--- config.mk ---
export PLATFORM = sky130hd
export DESIGN_NAME = url_component_splitter_top_flat
export DESIGN_NICKNAME = d
export VERILOG_FILES = /design/src/ucs_pkg.sv /design/src/ucs_in_if.sv /design/src/ucs_out_if.sv /design/src/ucs_core.sv /design/src/url_component_splitter_top.sv /design/src/flat_wrapper.sv
export SDC_FILE = /design/constraint.sdc
export NUM_CORES = 1
export LEC_CHECK = 0
export ABC_AREA = 1
export BUFFER_PORTS_ARGS = -buffer_cell sky130_fd_sc_hd__buf_2
export CORE_ASPECT_RATIO = 1.1
export CORE_MARGIN = 1.5
export CORE_UTILIZATION = 35
export DETAILED_ROUTE_END_ITERATION = 8
export GPL_ROUTABILITY_DRIVEN = 0
export SLEW_MARGIN = 10
export SYNTH_ARGS = -nofsm -noshare
export SYNTH_HDL_FRONTEND = slang
export SYNTH_HIERARCHICAL = 1
export SYNTH_SLANG_ARGS = --single-unit
export TNS_END_PERCENT = 100
--- constraint.sdc ---
create_clock -name clk_i -period 8.15 [get_ports clk_i]
set_input_delay 2.445 -clock clk_i [delete_from_list [all_inputs] [get_ports clk_i]]
set_output_delay 2.445 -clock clk_i [all_outputs]
set_load 0.1 [all_outputs]
--- src/ucs_pkg.sv ---
// Package for the URL component splitter: result type, scheme prefix
// table and default port constants. No dependencies.
`default_nettype none

package ucs_pkg;

  localparam int NumSchemes = 6;

  // Scheme index order: http:, ws:, wss:, https:, mqtt:, mqtts:
  localparam logic [7:0] SchemeText [NumSchemes][6] = '{
    '{"h", "t", "t", "p", ":", 8'h00},
    '{"w", "s", ":", 8'h00, 8'h00, 8'h00},
    '{"w", "s", "s", ":", 8'h00, 8'h00},
    '{"h", "t", "t", "p", "s", ":"},
    '{"m", "q", "t", "t", ":", 8'h00},
    '{"m", "q", "t", "t", "s", ":"}
  };

  localparam logic [2:0] SchemeLen [NumSchemes] = '{3'd5, 3'd3, 3'd4, 3'd6, 3'd5, 3'd6};

  localparam int SchHttp  = 0;
  localparam int SchWs    = 1;
  localparam int SchWss   = 2;
  localparam int SchHttps = 3;
  localparam int SchMqtt  = 4;
  localparam int SchMqtts = 5;

  localparam logic [15:0] PortHttp  = 16'd80;
  localparam logic [15:0] PortHttps = 16'd443;
  localparam logic [15:0] PortMqtt  = 16'd1883;
  localparam logic [15:0] PortMqtts = 16'd8883;
  localparam logic [15:0] PortNone  = 16'd0;

  localparam logic [7:0] ChSlash = 8'h2F;
  localparam logic [7:0] ChColon = 8'h3A;
  localparam logic [7:0] ChAt    = 8'h40;
  localparam logic [7:0] ChRbr   = 8'h5D;
  localparam logic [7:0] ChZero  = 8'h30;
  localparam logic [7:0] ChNine  = 8'h39;

  typedef struct packed {
    logic [10:0] user_start;
    logic [10:0] user_len;
    logic [10:0] pass_start;
    logic [10:0] pass_len;
    logic [10:0] host_start;
    logic [10:0] host_len;
    logic [10:0] path_start;
    logic        has_path;
    logic [15:0] port_number;
    logic        too_long;
  } res_t;

endpackage

`default_nettype wire

--- src/ucs_in_if.sv ---
// Input channel of the URL splitter: one character per transaction.
// No dependencies.
`default_nettype none

interface ucs_in_if;
  logic       valid;
  logic       ready;
  logic [7:0] ch;
  logic       last;

  modport source (output valid, output ch, output last, input ready);
  modport sink (input valid, input ch, input last, output ready);
endinterface

`default_nettype wire

--- src/ucs_out_if.sv ---
// Result channel of the URL splitter: one parsed URL per transaction.
// No dependencies.
`default_nettype none

interface ucs_out_if;
  logic        valid;
  logic        ready;
  logic [10:0] user_start;
  logic [10:0] user_len;
  logic [10:0] pass_start;
  logic [10:0] pass_len;
  logic [10:0] host_start;
  logic [10:0] host_len;
  logic [10:0] path_start;
  logic        has_path;
  logic [15:0] port_number;
  logic        too_long;

  modport source (
    output valid, output user_start, output user_len, output pass_start,
    output pass_len, output host_start, output host_len, output path_start,
    output has_path, output port_number, output too_long, input ready
  );
  modport sink (
    input valid, input user_start, input user_len, input pass_start,
    input pass_len, input host_start, input host_len, input path_start,
    input has_path, input port_number, input too_long, output ready
  );
endinterface

`default_nettype wire

--- src/ucs_core.sv ---
// Per-character parser state of the URL splitter and the result it forms
// on the final character. Depends on ucs_pkg.
`default_nettype none

module ucs_core #(
  parameter int MAX_LEN = 1024
) (
  input  wire logic          clk_i,
  input  wire logic          rst_ni,
  input  wire logic          take_i,
  input  wire logic [7:0]    ch_i,
  input  wire logic          last_i,
  output ucs_pkg::res_t      res_o
);

  localparam int PosW = $clog2(MAX_LEN + 1);
  localparam int CalcW = (PosW > 11) ? PosW : 11;
  localparam logic [PosW-1:0] MaxPos = PosW'(MAX_LEN);
  localparam int NSch = ucs_pkg::NumSchemes;

  logic [PosW-1:0] pos_q, pos_d;
  logic [PosW-1:0] host_q, host_d, user_q, user_d, pass_q, pass_d;
  logic [PosW-1:0] port_q, port_d, path_q, path_d;
  logic            prev_slash_q, prev_slash_d;
  logic [15:0]     acc_q, acc_d;
  logic            open_q, open_d;
  logic [NSch-1:0] sch_q, sch_d;
  logic            ovf_q, ovf_d;

  logic [PosW-1:0] pos_inc;
  logic            is_slash, is_digit, port_set;
  logic [15:0]     acc_x10;

  assign pos_inc  = pos_q + PosW'(1);
  assign is_slash = (ch_i == ucs_pkg::ChSlash);
  assign is_digit = (ch_i >= ucs_pkg::ChZero) && (ch_i <= ucs_pkg::ChNine);
  assign acc_x10  = {acc_q[12:0], 3'b000} + {acc_q[14:0], 1'b0};

  // State after this character has been taken.
  always_comb begin
    pos_d        = pos_q;
    host_d       = host_q;
    user_d       = user_q;
    pass_d       = pass_q;
    port_d       = port_q;
    path_d       = path_q;
    prev_slash_d = prev_slash_q;
    acc_d        = acc_q;
    open_d       = open_q;
    sch_d        = sch_q;
    ovf_d        = ovf_q;
    port_set     = 1'b0;

    if (pos_q >= MaxPos) begin
      ovf_d = 1'b1;
    end else begin
      for (int k = 0; k < NSch; k++) begin
        if ((pos_q < PosW'(ucs_pkg::SchemeLen[k])) &&
            (ch_i != ucs_pkg::SchemeText[k][pos_q[2:0]])) begin
          sch_d[k] = 1'b0;
        end
      end

      priority if (is_slash && (pos_q != '0) && (host_q == '0) && prev_slash_q) begin
        host_d = pos_inc;
        port_d = '0;
      end else if (ch_i == ucs_pkg::ChRbr) begin
        port_d = '0;
      end else if ((ch_i == ucs_pkg::ChColon) && (port_q == '0) && (path_q == '0)) begin
        port_d   = pos_inc;
        port_set = 1'b1;
      end else if ((ch_i == ucs_pkg::ChAt) && (user_q == '0) && (pass_q == '0) &&
                   (path_q == '0)) begin
        user_d = host_q;
        pass_d = port_q;
        host_d = pos_inc;
        port_d = '0;
      end else if (is_slash && (host_q != '0) && (path_q == '0)) begin
        path_d = pos_q;
      end else begin
        port_d = port_q;
      end

      priority if (port_set) begin
        acc_d  = '0;
        open_d = 1'b1;
      end else if (open_q) begin
        if (is_digit) begin
          acc_d = acc_x10 + {12'd0, ch_i[3:0]};
        end else begin
          open_d = 1'b0;
        end
      end else begin
        open_d = open_q;
      end

      prev_slash_d = is_slash;
      pos_d        = pos_inc;
    end
  end

  // Result fields, formed from the state after the final character.
  logic [CalcW-1:0] u_w, p_w, h_w, pt_w, pa_w, ps_w;
  logic [CalcW-1:0] ulen_w, plen_w, hlen_w;
  logic [15:0]      def_port;
  logic [NSch-1:0]  sch_is;

  assign u_w  = CalcW'(user_d);
  assign p_w  = CalcW'(pass_d);
  assign h_w  = CalcW'(host_d);
  assign pt_w = CalcW'(port_d);
  assign pa_w = CalcW'(path_d);
  assign ps_w = CalcW'(pos_d);

  always_comb begin
    for (int k = 0; k < NSch; k++) begin
      sch_is[k] = sch_d[k] && (pos_d >= PosW'(ucs_pkg::SchemeLen[k]));
    end

    priority if (sch_is[ucs_pkg::SchMqtts]) begin
      def_port = ucs_pkg::PortMqtts;
    end else if (sch_is[ucs_pkg::SchMqtt]) begin
      def_port = ucs_pkg::PortMqtt;
    end else if (sch_is[ucs_pkg::SchWss] || sch_is[ucs_pkg::SchHttps]) begin
      def_port = ucs_pkg::PortHttps;
    end else if (sch_is[ucs_pkg::SchHttp] || sch_is[ucs_pkg::SchWs]) begin
      def_port = ucs_pkg::PortHttp;
    end else begin
      def_port = ucs_pkg::PortNone;
    end

    ulen_w = (pass_d != '0) ? (p_w - u_w - CalcW'(1)) : (h_w - u_w - CalcW'(1));
    plen_w = h_w - p_w - CalcW'(1);
    priority if (port_d != '0) begin
      hlen_w = pt_w - h_w - CalcW'(1);
    end else if (path_d != '0) begin
      hlen_w = pa_w - h_w;
    end else begin
      hlen_w = ps_w - h_w;
    end

    res_o = '0;
    if ((user_d != '0) && ((pass_d != '0) || (host_d != '0))) begin
      res_o.user_start = u_w[10:0];
      res_o.user_len   = ulen_w[10:0];
    end
    if ((pass_d != '0) && (host_d != '0)) begin
      res_o.pass_start = p_w[10:0];
      res_o.pass_len   = plen_w[10:0];
    end
    res_o.host_start  = h_w[10:0];
    res_o.host_len    = hlen_w[10:0];
    res_o.path_start  = pa_w[10:0];
    res_o.has_path    = (path_d != '0);
    res_o.port_number = (port_d != '0) ? acc_d : def_port;
    res_o.too_long    = ovf_d;
  end

  // The final character returns the parser to its reset state.
  always_ff @(posedge clk_i or negedge rst_ni) begin
    if (!rst_ni) begin
      pos_q        <= '0;
      host_q       <= '0;
      user_q       <= '0;
      pass_q       <= '0;
      port_q       <= '0;
      path_q       <= '0;
      prev_slash_q <= 1'b0;
      acc_q        <= '0;
      open_q       <= 1'b0;
      sch_q        <= '1;
      ovf_q        <= 1'b0;
    end else if (take_i) begin
      if (last_i) begin
        pos_q        <= '0;
        host_q       <= '0;
        user_q       <= '0;
        pass_q       <= '0;
        port_q       <= '0;
        path_q       <= '0;
        prev_slash_q <= 1'b0;
        acc_q        <= '0;
        open_q       <= 1'b0;
        sch_q        <= '1;
        ovf_q        <= 1'b0;
      end else begin
        pos_q        <= pos_d;
        host_q       <= host_d;
        user_q       <= user_d;
        pass_q       <= pass_d;
        port_q       <= port_d;
        path_q       <= path_d;
        prev_slash_q <= prev_slash_d;
        acc_q        <= acc_d;
        open_q       <= open_d;
        sch_q        <= sch_d;
        ovf_q        <= ovf_d;
      end
    end
  end

endmodule

`default_nettype wire

--- src/url_component_splitter_top.sv ---
// Top level of the URL component splitter: input register, parser core and
// result register. Depends on ucs_pkg, ucs_in_if, ucs_out_if and ucs_core.
//
//   channel  direction  transaction
//   in_i     sink       one URL character, last marks the end of the URL
//   out_o    source     one parsed URL, sent for each character with last
//
// One character is taken per cycle, but a stalled result holds only a
// final character in the input register; other characters keep flowing
// into the parser. The parser updates its offsets at the edge after the
// character is registered, the same edge that loads the result register,
// so a final character passes the input register, then the result
// register. Reset clears the parser to an empty URL.
`default_nettype none

module url_component_splitter_top #(
  parameter int MAX_LEN = 1024
) (
  input  wire logic clk_i,
  input  wire logic rst_ni,
  ucs_in_if.sink    in_i,
  ucs_out_if.source out_o
);

  logic          s1_valid_q;
  logic [7:0]    s1_ch_q;
  logic          s1_last_q;
  logic          s1_go;
  logic          out_valid_q;
  ucs_pkg::res_t res_q;
  ucs_pkg::res_t res;

  // A non-final character never needs the result register.
  assign s1_go      = s1_valid_q && (!s1_last_q || !out_valid_q || out_o.ready);
  assign in_i.ready = !s1_valid_q || s1_go;

  always_ff @(posedge clk_i or negedge rst_ni) begin
    if (!rst_ni) begin
      s1_valid_q <= 1'b0;
    end else if (in_i.ready) begin
      s1_valid_q <= in_i.valid;
    end
  end

  always_ff @(posedge clk_i) begin
    if (in_i.valid && in_i.ready) begin
      s1_ch_q   <= in_i.ch;
      s1_last_q <= in_i.last;
    end
  end

  ucs_core #(
    .MAX_LEN(MAX_LEN)
  ) u_core (
    .clk_i (clk_i),
    .rst_ni(rst_ni),
    .take_i(s1_go),
    .ch_i  (s1_ch_q),
    .last_i(s1_last_q),
    .res_o (res)
  );

  always_ff @(posedge clk_i or negedge rst_ni) begin
    if (!rst_ni) begin
      out_valid_q <= 1'b0;
    end else if (s1_go && s1_last_q) begin
      out_valid_q <= 1'b1;
    end else if (out_o.ready) begin
      out_valid_q <= 1'b0;
    end
  end

  always_ff @(posedge clk_i) begin
    if (s1_go && s1_last_q) begin
      res_q <= res;
    end
  end

  assign out_o.valid       = out_valid_q;
  assign out_o.user_start  = res_q.user_start;
  assign out_o.user_len    = res_q.user_len;
  assign out_o.pass_start  = res_q.pass_start;
  assign out_o.pass_len    = res_q.pass_len;
  assign out_o.host_start  = res_q.host_start;
  assign out_o.host_len    = res_q.host_len;
  assign out_o.path_start  = res_q.path_start;
  assign out_o.has_path    = res_q.has_path;
  assign out_o.port_number = res_q.port_number;
  assign out_o.too_long    = res_q.too_long;

endmodule

`default_nettype wire

--- src/flat_wrapper.sv ---
// flat-port wrapper written by rule: the top's interface ports become plain ports
module url_component_splitter_top_flat 
#(
  parameter int MAX_LEN = 1024
)
  (clk_i, rst_ni, in_i_valid, in_i_ch, in_i_last, in_i_ready, out_o_valid, out_o_user_start, out_o_user_len, out_o_pass_start, out_o_pass_len, out_o_host_start, out_o_host_len, out_o_path_start, out_o_has_path, out_o_port_number, out_o_too_long, out_o_ready);
  ucs_in_if in_i_i ();
  ucs_out_if out_o_i ();
  input  wire logic clk_i;
  input  wire logic rst_ni;
  input wire logic [$bits(in_i_i.valid)-1:0] in_i_valid;
  input wire logic [$bits(in_i_i.ch)-1:0] in_i_ch;
  input wire logic [$bits(in_i_i.last)-1:0] in_i_last;
  output wire logic [$bits(in_i_i.ready)-1:0] in_i_ready;
  output wire logic [$bits(out_o_i.valid)-1:0] out_o_valid;
  output wire logic [$bits(out_o_i.user_start)-1:0] out_o_user_start;
  output wire logic [$bits(out_o_i.user_len)-1:0] out_o_user_len;
  output wire logic [$bits(out_o_i.pass_start)-1:0] out_o_pass_start;
  output wire logic [$bits(out_o_i.pass_len)-1:0] out_o_pass_len;
  output wire logic [$bits(out_o_i.host_start)-1:0] out_o_host_start;
  output wire logic [$bits(out_o_i.host_len)-1:0] out_o_host_len;
  output wire logic [$bits(out_o_i.path_start)-1:0] out_o_path_start;
  output wire logic [$bits(out_o_i.has_path)-1:0] out_o_has_path;
  output wire logic [$bits(out_o_i.port_number)-1:0] out_o_port_number;
  output wire logic [$bits(out_o_i.too_long)-1:0] out_o_too_long;
  input wire logic [$bits(out_o_i.ready)-1:0] out_o_ready;
  assign in_i_i.valid = in_i_valid;
  assign in_i_i.ch = in_i_ch;
  assign in_i_i.last = in_i_last;
  assign in_i_ready = in_i_i.ready;
  assign out_o_valid = out_o_i.valid;
  assign out_o_user_start = out_o_i.user_start;
  assign out_o_user_len = out_o_i.user_len;
  assign out_o_pass_start = out_o_i.pass_start;
  assign out_o_pass_len = out_o_i.pass_len;
  assign out_o_host_start = out_o_i.host_start;
  assign out_o_host_len = out_o_i.host_len;
  assign out_o_path_start = out_o_i.path_start;
  assign out_o_has_path = out_o_i.has_path;
  assign out_o_port_number = out_o_i.port_number;
  assign out_o_too_long = out_o_i.too_long;
  assign out_o_i.ready = out_o_ready;
  url_component_splitter_top #(.MAX_LEN(MAX_LEN)) u_core (.clk_i(clk_i), .rst_ni(rst_ni), .in_i(in_i_i), .out_o(out_o_i));
endmodule
Word level (Yosys, flattened, before mapping)
Memory sizes are Yosys's and may differ from the RTL's.
Index checks and enable logic that the tools add are counted.
Widths: inputs -> output; s select.
{ "word_totals": {"n_memories": 6, "out_inout_bits": 97, "wordCells": 200, "romBits": 384, "ff_bits": 197} }
{ "op_classes": {"reduce_logical": 51, "n_addsub": 13, "bitwise": 1, "n_eq_ne": 11, "magnitude_cmp": 12, "muxes": 81} }
{ "mem_list": {"columns": ["name", "words", "word_bits", "rd", "rd_ports_with_merged_regs", "write_ports", "line", "text"], "rows": [
  ["(name not given)", 8, 8, 1, 0, 0, "ucs_core.sv:59", "(ch_i != ucs_pkg::SchemeText[k][pos_q[2:0]])) begin"],
  ["(name not given)", 8, 8, 1, 0, 0, "ucs_core.sv:59", null],
  ["(name not given)", 8, 8, 1, 0, 0, "ucs_core.sv:59", null],
  ["(name not given)", 8, 8, 1, 0, 0, "ucs_core.sv:59", null],
  ["(name not given)", 8, 8, 1, 0, 0, "ucs_core.sv:59", null],
  ["(name not given)", 8, 8, 1, 0, 0, "ucs_core.sv:59", null]
]} }
{ "ops": {"columns": ["operator", "n"], "rows": [
  ["$mux 11", 37],
  ["$mux 16", 6],
  ["$mux 8", 12],
  ["$reduce_bool 11->1", 7],
  ["$sub 11x11->11", 6],
  ["$logic_not 11->1", 5],
  ["$ne 8x8->1", 6],
  ["$sub 11x1->11 const B", 4],
  ["$ge 11x3->1 const B", 3],
  ["$lt 11x3->1 const B", 3],
  ["$logic_and 1x1->1", 28],
  ["$mux 1", 21],
  ["$add 16x16->16", 1],
  ["$add 16x4->16", 1],
  ["$eq 8x6->1 const B", 2],
  ["$eq 8x7->1 const B", 2],
  ["$mux 14", 1],
  ["$mux 6", 2],
  ["$add 11x1->11 const B", 1],
  ["$ge 11x11->1 const B", 1],
  ["$ge 11x2->1 const B", 1],
  ["$lt 11x2->1 const B", 1],
  ["$mux 9", 1],
  ["$ge 8x6->1 const B", 1],
  ["other kinds (9)", 16]
]} }

Depth between registers and ports, before layout
Gate-level depths: netlist of run 1.
{ "logic_depth": {"ltp_word": 15, "mapped_depth": 27} }

Modules after synthesis
Netlist of run 1, hierarchy kept.
{ "by_module_without_submodules": {"columns": ["module", "n_inst", "seq_area_each_um2", "cells_each", "area_each_um2"], "rows": [
  ["ucs_core", 1, 2284.7, 1576, 10010.9],
  ["url_component_splitter_top", 1, 3173.0, 118, 3230.6]
]} }

Worst setup path before layout of run 1
Ideal clock, no wire load.
{ "synth_timing": {"path_type": "input -> output", "start": "input out_o_ready", "end": "output in_i_ready", "path_buffers": 0, "arrival_ps": 3105, "cell_stages": 2, "setup_slack_ps": 2600, "path_cell_list": "inv_1 -> nand4_2"} }
{ "synth_via": {"elab_chain_cells": 3} }
{ "synth_rtl": {"columns": ["item", "line", "text"], "rows": [
  ["from (decl)", "flat_wrapper.sv:26", "input wire logic [$bits(out_o_i.ready)-1:0] out_o_ready;"],
  ["$logic_or 1x1->1", "url_component_splitter_top.sv:34", "assign s1_go = s1_valid_q && (!s1_last_q || !out_valid_q || out_o.ready);"],
  ["$logic_and 1x1->1", "url_component_splitter_top.sv:34", null],
  ["$logic_or 1x1->1", "url_component_splitter_top.sv:35", "assign in_i.ready = !s1_valid_q || s1_go;"],
  ["to (decl)", "flat_wrapper.sv:14", "output wire logic [$bits(in_i_i.ready)-1:0] in_i_ready;"]
]} }
No other way between the ends.

Worst setup path after layout of run 1
Same ends and word-level chain as after synthesis.

==> impl_results.md, run 1 <==
- RSZ-0062 raised after global routing: no
- R2R cell count: 21
- Largest area contributor in the netlist: edfxtp_1
- Mapped Area: 13200 um^2
- CP startpoint kind: primary input
- CTS root buffer: clkbuf_16
- Clock Tree Buf Depth: 2
- Final wirelength: between 30000 and 40000 um
- Crit end category: primary output
- Max Slew Vio Count: 0
- WS Path Type: primary input to primary output
- Multi-input gate area: 6750 um^2
- Syn Area/Cell: ~7.8 um^2
- PD cells: around 170 nW/um^2
- Critical R2R Launch: u_core/u_core/pos_q[0]
- # nets final: roughly 1900
- Die area: about 39000 um^2
- Clock slew at reported path FFs: around 0.080 ns
- Max Fclk: about 0.18 GHz
- Worst path required time: 5.71 ns
- # rows: 74
- Clock Latency Late Sink: about 0.48 ns
- Most frequent cell on the critical path: buf_2
- Max-cap viol count: 0
- Commonest non-fill, non-tap cell in the layout: nand2_1
- HP Class: flip-flop to flip-flop
- Synth-to-Final Area Change: 11.9%
- Mapped Cells: 1694
- YS warnings: 6
- Global-route wire length before repair: approximately 62000 um
- Tmin final: about 5.6 ns
- Main synth FF type: edfxtp_1
- Post-CTS resize count: 0
- DP Worst Slack: 2.56 ns
- Hold_buf cts: 0
- Port-buffer cells: around 110
- Worst vdd ir: approximately 160 uV
- Synth area leaders: edfxtp_1, dfrtp_1, nand2_1, ha_1, inv_1
- Layout fillers: 3839
- Synth Register Bits: just under 200
- Final setup TNS: 0 ns
- Drt first pass iters: 5
- Fin crit share: slightly below 70%
- Status: completed
- Seq. cell area: 5460 um^2
- Cell leakage power: approximately 7.4 nW
- Post-synth cell types: 48
- CTS tree: built
- Drt initial violations: 901
- Crit path cell chain: buf_2, inv_1, nand4_2, buf_2
- Async SR Flop Fraction: ~47%
- Crit-path slowest cell: buf_2
- H-tree depth: 4
- CP arrival: between 3 and 4 ns
- Initial core utilization: a little over a third
- Post-CTS Setup Inserts: 0
- Initial antenna violation count: 0
- Hold Path End: u_core/u_core/sch_q[2]
- Most frequent cells in the layout: nand2_1, inv_1, nor2_1
- CP max stage delay: ~0.44 ns
- Synth top area share: between 20% and 30%
- Post-route clock skew: ~0.016 ns
- Final setup viols: 0
- Die Wd: roughly 190 um
- IO Count: 110
- Post-synth EDFFs: 104
- Layout cells sized above 1: a little over a tenth
- DRC viols: 0
- Vias in the first global route: roughly 11000
- Ant diodes: 0
- Dpl cells: roughly 2300
- Hold violation count in the final report: 0
- Post-DP HPWL: about 29000 um
- Via density: between 5 and 6
- Syn nets: around 1800
- Total power: 2.49 mW
- Via count: 11900
- Worst rel slew slack: between 30% and 40%
- Fin cells: 2289
- Hold Crit Start: u_core/u_core/sch_q[2]
- CTS Sinks: just under 200
- Crit-path max FO: 3
- Sequential share of the synthesized area: between 40% and 50%
- Die H: 207 um
- Slew @ Worst Pin: roughly 0.9 ns
- Setup ws final: about 2.6 ns
- Gr usage total: 20.2%
- Post-route ant nets: 0
- GR Overflow Total: 0
- Setup slack, reg-to-reg: ~3.4 ns
- Reg2reg end: u_core/out_o.user_len[8]
- CTS buffer count: 17
- Largest net degree at the start of global routing: between 60 and 70
- DR WL/cell: 17.0 um
- Hold path cells: 2
- Core area: 37200 um^2
how the worst max path moves through the flow:
stage	startpoint	depth (start not counted)	to
6_report	out_o_ready	4	in_i_ready
4_1_cts	out_o_ready	4	in_i_ready
3_5_place_dp	out_o_ready	4	in_i_ready
5_1_grt	out_o_ready	4	in_i_ready
3_3_place_gp	out_o_ready	4	in_i_ready
2_1_floorplan	out_o_ready	2	in_i_ready
worst max-delay path, delay by kind of cell:
kind,cells,cell delay [ns]
and+or+nand+nor,1,0.09
buffers and inverters,3,0.60
cell type report:
type,instances,share of cell area (%)
multi-input cells,1228,45.5
flip-flops and latches,197,36.8
inverters,218,5.54
repair buffers,120,4.25
well taps,494,4.17
clock buffers,17,2.87
clock inverters,15,0.819
metrics by stage:
stage | hold slack, ns | utilization [%] | instance area, um^2
after floorplan | 0.451 | - | 13200
after global routing | 0.505 | 39.8 | 14800
after CTS | 0.480 | 39.8 | 14800
after global placement | 0.461 | 38.3 | 14300
after detailed placement | 0.466 | 38.3 | 14300
final | 0.477 | 39.8 | 14800
sequential cells by signal (all words and copies together) (netlist names), 6 cells and up:
register and flops:
u_core/u_core/host_q 11, u_core/u_core/path_q 11, u_core/s1_ch_q 8, u_core/u_core/user_q 11, u_core/out_o.pass_len 11, u_core/u_core/pass_q 11, u_core/u_core/sch_q 6, u_core/out_o.host_len 11
u_core/out_o.host_start 11, u_core/out_o.pass_start 11, u_core/u_core/port_q 11, u_core/out_o.user_start 11, u_core/out_o.user_len 11, u_core/out_o.path_start 11, u_core/u_core/acc_q 16, u_core/out_o.port_number 16
u_core/u_core/pos_q 11
logic make-up (layout without fill, tap and decap cells):
logic type      count (synthesis)  count (layout)  synth area share, %
simple gates                  755             755                 23.8
fa+ha+maj                      90              90                 8.90
compound gates                312             312                 13.5
xor+xnor                       71              71                 4.70
flops                         197             197                 41.2
buf+inv                       269             370                 7.95
cell usage after synthesis (9+ instances only):
library cell and number:
ha_1 83, xor2_1 47, buf_2 10, nand3_1 95
a31oi_1 13, inv_1 199, nor3_1 20, xnor2_1 24
nor2_1 189, edfxtp_1 104, o22ai_1 59, inv_2 17
nand2_1 401, nand4_1 29, o21ai_1 14, a21oi_1 96
clkbuf_1 28, dfrtp_1 87, o211ai_1 9, o21ai_0 83
layer usage:
layer | up-vias | routed length (um) | global-route usage, %
li1 | 5821 | - | -
met1 | 5546 | 16300 | 24.9
met2 | 432 | 19200 | 34.8
met3 | 91 | 2130 | 3.37
met4 | 0 | 1260 | 8.24
met5 | - | 0 | 0
power breakdown:
part           internal (mW)  switching, mW
Clock                  0.399          0.428
Combinational          0.115          0.419
Sequential              1.10         0.0247
(Power assumes the default switching activity.)
==> run 2, diff against run 1 <==
--- a/config.mk
+++ b/config.mk
@@ -5,7 +5,7 @@
 export SDC_FILE = /design/constraint.sdc
 export NUM_CORES = 1
 export LEC_CHECK = 0
-export ABC_AREA = 1
+export ABC_AREA = 0
 export BUFFER_PORTS_ARGS = -buffer_cell sky130_fd_sc_hd__buf_2
 export CORE_ASPECT_RATIO = 1.1
 export CORE_MARGIN = 1.5
==> constraint.sdc (replaced) <==
create_clock -name clk_i -period 5 [get_ports clk_i]
set_input_delay 1.5 -clock clk_i [delete_from_list [all_inputs] [get_ports clk_i]]
set_output_delay 1.5 -clock clk_i [all_outputs]
set_load 0.1 [all_outputs]
==> impl_results.md, run 2 <==
- Gr usage total: between 20% and 30%
- Crit path cell chain: nor4b_4, or4b_1, or4_4, a21oi_4, a21oi_1, buf_4, ha_1, fa_1, a21o_1, a211oi_1, nor2_1, o41ai_2, o21ai_1, a221oi_2, xnor2_1
- Main synth FF type: edfxtp_1
- Largest area contributor in the netlist: edfxtp_1
- R2R cell count: 15
- Syn nets: roughly 1300
- Post-synth cell types: 88
- Global-route wire length before repair: around 57000 um
- Die H: ~200 um
- Worst vdd ir: roughly 260 uV
- DRC viols: 0
- Drt initial violations: approximately 1100
- CTS tree: built
- Synth Register Bits: around 200
- Status: completed
- CTS root buffer: clkbuf_16
- Mapped Cells: 1243
- Sequential share of the synthesized area: between 40% and 50%
- Final core utilization: 41.3%
- Clock Tree Buf Depth: 2
- Largest net degree at the start of global routing: 66
- Ant diodes: 0
- Max-cap viol count: 0
- Fin crit share: a little over nine tenths
- Final wirelength: 36700 um
- Synth-to-Final Area Change: 16.8%
- Async SR Flop Fraction: a little under half
- Die area: 36500 um^2
- IO Count: 110
- Clock Latency Late Sink: 0.45 ns
- Mapped Area: about 12000 um^2
- Setup ws final: between 0.2 and 0.25 ns
- Max Fclk: roughly 0.21 GHz
- Clock slew at reported path FFs: 0.08 ns
- Most common cell in the synthesized netlist: nor2_1
- Worst rel slew slack: 39.5%
- PD cells: roughly 290 nW/um^2
- Final setup viols: 0
- Final setup TNS: 0 ns
- DR WL/cell: between 15 and 20 um
- Post-route clock skew: between 0.01 and 0.015 ns
- Post-DP HPWL: 26600 um
- Vias in the first global route: between 10000 and 15000
- Tmin final: between 4 and 5 ns
- Critical R2R Launch: u_core/s1_ch_q[5]
- Post-synth EDFFs: 104
- # nets final: 1483
- Worst path required time: ~5.2 ns
- Synth top cells by count: nor2_1, edfxtp_1, a21oi_1, dfrtp_1, ha_1
- # rows: between 70 and 80
- YS warnings: 6
- Layout cells sized above 1: 18.7%
- Initial core utilization: 35.3%
- Commonest non-fill, non-tap cell in the layout: nor2_1
- Synth area leaders: edfxtp_1, dfrtp_1, ha_1, a21oi_1, o2bb2ai_1
- Slew @ Worst Pin: between 0.9 and 1 ns
- Via count: 10500
- Initial antenna violation count: 0
- Most frequent cells in the layout: nor2_1, buf_2, edfxtp_1
- Cell leakage power: between 6 and 7 nW
- GR Overflow Total: 0
- Hold violation count in the final report: 0
- WS Path Type: flip-flop to flip-flop
- Port-buffer cells: between 100 and 150
- Setup slack, reg-to-reg: about 0.25 ns
- CTS Sinks: a little under 200
- Via density: roughly 5.7
- Crit path to: u_core/out_o.host_len[10]
- Total power: between 4 and 5 mW
- Layout fillers: between 3000 and 4000
- DP Worst Slack: -0.00341 ns
- Reg2reg end: u_core/out_o.host_len[10]
- CP max stage delay: between 0.5 and 0.6 ns
- Syn Area/Cell: about 10 um^2
- Max Slew Vio Count: 0
- Post-route ant nets: 0
- Core area: 35000 um^2
- CTS buffer count: 17
- CP Launch Point: u_core/s1_ch_q[5]
- H-tree depth: 4
- Die Wd: between 150 and 200 um
- Synth top area share: 25.2%
- Crit-path max FO: 8
- CP startpoint kind: flip-flop
- Drt first pass iters: 7
- CP arrival: around 4.9 ns
- HP Class: flip-flop to flip-flop
- Crit end category: flip-flop
- Crit-path slowest cell: or4_4
[run 2: per-stage QoR]
step,instance area (um^2),std cells,hold slack [ns]
6_report,14500,1837,0.490
3_5_place_dp,13700,1796,0.473
5_1_grt,14500,1837,0.510
3_3_place_gp,13700,1796,0.468
4_1_cts,14300,1828,0.491
2_1_floorplan,12400,1243,0.456
[run 2: worst min path at each step]
stage                            startpoint                 endpoint  slack, ns  cells after the start
global placement    u_core/u_core/acc_q[15]  u_core/u_core/acc_q[15]       0.47                      2
CTS                  u_core/u_core/sch_q[1]   u_core/u_core/sch_q[1]       0.49                      2
detailed placement  u_core/u_core/acc_q[15]  u_core/u_core/acc_q[15]       0.47                      2
global route         u_core/u_core/sch_q[1]   u_core/u_core/sch_q[1]       0.51                      2
floorplan           u_core/u_core/acc_q[15]  u_core/u_core/acc_q[15]       0.46                      2
finish               u_core/u_core/sch_q[1]   u_core/u_core/sch_q[1]       0.49                      2
[run 2: cells by family (layout without fill, tap and decap cells)]
logic type	after synthesis	after routing	synth area share, %
AO/OA/AOI/OAI	376	376	20.8
XOR/XNOR	76	76	5.38
adder cells (fa/ha/maj)	90	90	9.52
buffers and inverters	136	286	4.41
flip-flops	197	197	44.1
multiplexers	16	16	1.33
AND/OR/NAND/NOR	352	352	14.4
[run 2: metal layers]
| metal | vias to the layer above | share of wire [%] | track usage [%] |
|---|---|---|---|
| met5 | - | 0 | 0 |
| met4 | 0 | 3.1 | 8.00 |
| met3 | 68 | 5.0 | 2.87 |
| met2 | 373 | 49 | 34.5 |
| met1 | 5128 | 43 | 25.7 |
| li1 | 4897 | - | - |
[run 2: what timing repair did]
action | in CTS | in global routing
setup endpoints to repair | 1 | 10
resized for setup | 1 | 10
cloned | 0 | 0
hold buffers | 0 | 0
setup buffers | 0 | 9
pin swaps | 0 | 1
[run 2: area by class of cell]
class	count	area, um^2	share of cell area, %
clock buffers	17	425	2.94
clock inverters	15	203	1.40
inverters	68	255	1.77
multi-input cells	910	6430	44.5
flip-flops and latches	197	5460	37.8
well taps	444	556	3.84
repair buffers	186	1130	7.79
[run 2: power by group]
group | switching [mW] | total, mW | internal (mW) | leakage, nW
logic | 0.673 | 0.916 | 0.243 | 3.71
clock network | 0.721 | 1.49 | 0.769 | 0.303
registers | 0.0297 | 1.82 | 1.79 | 2.27
total | 1.42 | 4.23 | 2.81 | 6.28
[run 2: worst max-delay path, delay by kind of cell (launching register included)]
family	cells	cell delay [ns]
adders and majority gates	2	0.65
and+or+nand+nor	4	1.43
xor gates and xnor gates	1	0.13
AOI/OAI and AO/OA	7	1.63
buffers and inverters	1	0.16
DFF	1	0.48
==> run 3, diff against run 2 <==
--- a/config.mk
+++ b/config.mk
@@ -12,6 +12,7 @@
 export CORE_UTILIZATION = 35
 export DETAILED_ROUTE_END_ITERATION = 8
 export GPL_ROUTABILITY_DRIVEN = 0
+export PLACE_DENSITY = 0.5
 export SLEW_MARGIN = 10
 export SYNTH_ARGS = -nofsm -noshare
 export SYNTH_HDL_FRONTEND = slang
==> impl_results.md, run 3 (same netlist as run 2, synthesis figures left out) <==
- CTS Sinks: about 200
- Status: completed
- Cell leakage power: between 6 and 7 nW
- Global-route wire length before repair: roughly 60000 um
- Die Wd: roughly 180 um
- Post-CTS resize count: 0
- Fin crit share: between 90% and 100%
- GR Overflow Total: 0
- Commonest non-fill, non-tap cell in the layout: nor2_1
- Clock slew at reported path FFs: about 0.08 ns
- Die H: 200 um
- Die area: between 30000 and 40000 um^2
- Crit end category: flip-flop
- Largest net degree at the start of global routing: 75
- Via count: between 10000 and 15000
- Max-cap viol count: 0
- Worst rel slew slack: between 30% and 40%
- Most frequent cells in the layout: nor2_1, buf_2, edfxtp_1
- Drt initial violations: just over 600
- CTS root buffer: clkbuf_16
- Worst path required time: between 5 and 6 ns
- Crit-path max FO: 7
- Finished Cell Area: about 14000 um^2
- Post-DP HPWL: between 20000 and 30000 um
- DR WL/cell: just over 20 um
- CP max stage delay: around 0.5 ns
- Total power: between 4 and 5 mW
- Post-route ant nets: 0
- Hold violation count in the final report: 0
- Post-CTS Setup Inserts: 0
- Layout fillers: between 3000 and 4000
- Port-buffer cells: around 110
- Placed inst area: around 14000 um^2
- Tmin final: around 4.8 ns
- Initial antenna violation count: 0
- # rows: 72
- Gr usage total: 21.3%
- Max Slew Vio Count: 0
- Drt first pass iters: 5
- Hold slack: approximately 0.50 ns
- H-tree depth: 4
- Initial core utilization: a little over a third
- CP arrival: 5.01 ns
- WS Path Type: flip-flop to flip-flop
- IO Count: 110
- Final wirelength: ~38000 um
- Max Fclk: between 0.2 and 0.25 GHz
- Synth-to-Final Area Change: 16.2%
- Via density: 5.56
- # nets final: 1479
- HP Class: flip-flop to flip-flop
- Hold_buf cts: 0
- CTS buffer count: 17
- Worst vdd ir: 233 uV
- CP startpoint kind: flip-flop
- Core area: around 35000 um^2
- DRC viols: 0
- Crit path cell chain: nor4b_2, or4b_1, or4_4, a21oi_4, nor2_1, a21oi_1, inv_1, ha_1, nor2b_1, o21ai_0, a21boi_0, o21ai_0, a21oi_1, o211ai_1, nand3_1, nor3b_2
- CTS tree: built
- Clock Latency Late Sink: roughly 0.47 ns
- Crit-path slowest cell: or4_4
- Layout cells sized above 1: approximately 18%
- Final setup viols: 0
- Post-route clock skew: 0.0193 ns
- Clock Tree Buf Depth: 2
- Slew @ Worst Pin: about 1.0 ns
- Vias in the first global route: 10300
- Ant diodes: 0
- PD cells: ~290 nW/um^2
==> run 3: changes by cell type in the layout (fill, tap and decap cells not counted), sizes merged <==
| cell | previous run | this run |
|---|---|---|
| clkinvlp | 1 | 0 |
| clkbuf | 17 | 21 |
| inv | 73 | 74 |
| buf | 186 | 182 |
| clkinv | 7 | 5 |
| bufinv | 2 | 0 |
==> run 3: final cells by class <==
class                      count  area (um^2)  area share, %
clock buffer                  21          497           3.45
tap                          444          556           3.86
clock inverter                11         97.6          0.678
multi-input combinational    910         6430           44.7
inverter                      68          255           1.77
sequential                   197         5460           37.9
timing repair buffer         182         1100           7.62
==> run 3: metrics by stage <==
step	setup TNS [ns]	instances	worst slack [ns]	utilization [%]
after CTS	0	1833	0.160	40.9
final	0	1833	0.180	41.0
after global routing	-0.0143	1833	-0.0143	41.0
after global placement	0	1801	0.179	39.2
after floorplan	0	1243	0.136	-
after detailed placement	0	1801	0.207	39.2
==> run 3: path summary, 6_finish.rpt <==
| kind | start | endpoint | slack, ns | depth (start not counted) |
|---|---|---|---|---|
| setup reg to reg | u_core/s1_ch_q[7] | u_core/out_o.pass_len[10] | 0.18 | 16 |
| hold reg to reg | u_core/u_core/sch_q[1] | u_core/u_core/sch_q[1] | 0.50 | 2 |
| hold / removal | u_core/u_core/sch_q[1] | u_core/u_core/sch_q[1] | 0.50 | 2 |
| max in group asynchronous | rst_ni | u_core/u_core/sch_q[1] | 2.90 | 2 |
| setup / recovery | u_core/s1_ch_q[7] | u_core/out_o.pass_len[10] | 0.18 | 16 |
| min in group asynchronous | rst_ni | u_core/u_core/acc_q[15] | 1.19 | 1 |
==> run 3: routing by layer <==
layer	share of wire (%)	up-vias	track usage (%)	wire length, um
li1	-	4884	-	-
met1	43	5012	26.4	16300
met2	51	237	36.9	19200
met3	3.5	54	3.58	1340
met4	2.9	0	8.21	1090
met5	0	-	0	0
==> run 3: report_power, final <==
part	leakage [nW]	total (mW)	switching, mW	internal (mW)
Clock	0.299	1.43	0.691	0.734
Sequential	2.27	1.82	0.0289	1.79
Combinational	3.69	0.915	0.676	0.239
Total	6.25	4.16	1.40	2.77
==> run 3: critical path: cells and delay by family (launching register included) <==
kind,cells,cell delay [ns]
and+or+nand+nor,7,1.82
AOI/OAI and AO/OA,7,1.70
DFF,1,0.49
adders and majority gates,1,0.36
buffers and inverters,1,0.18
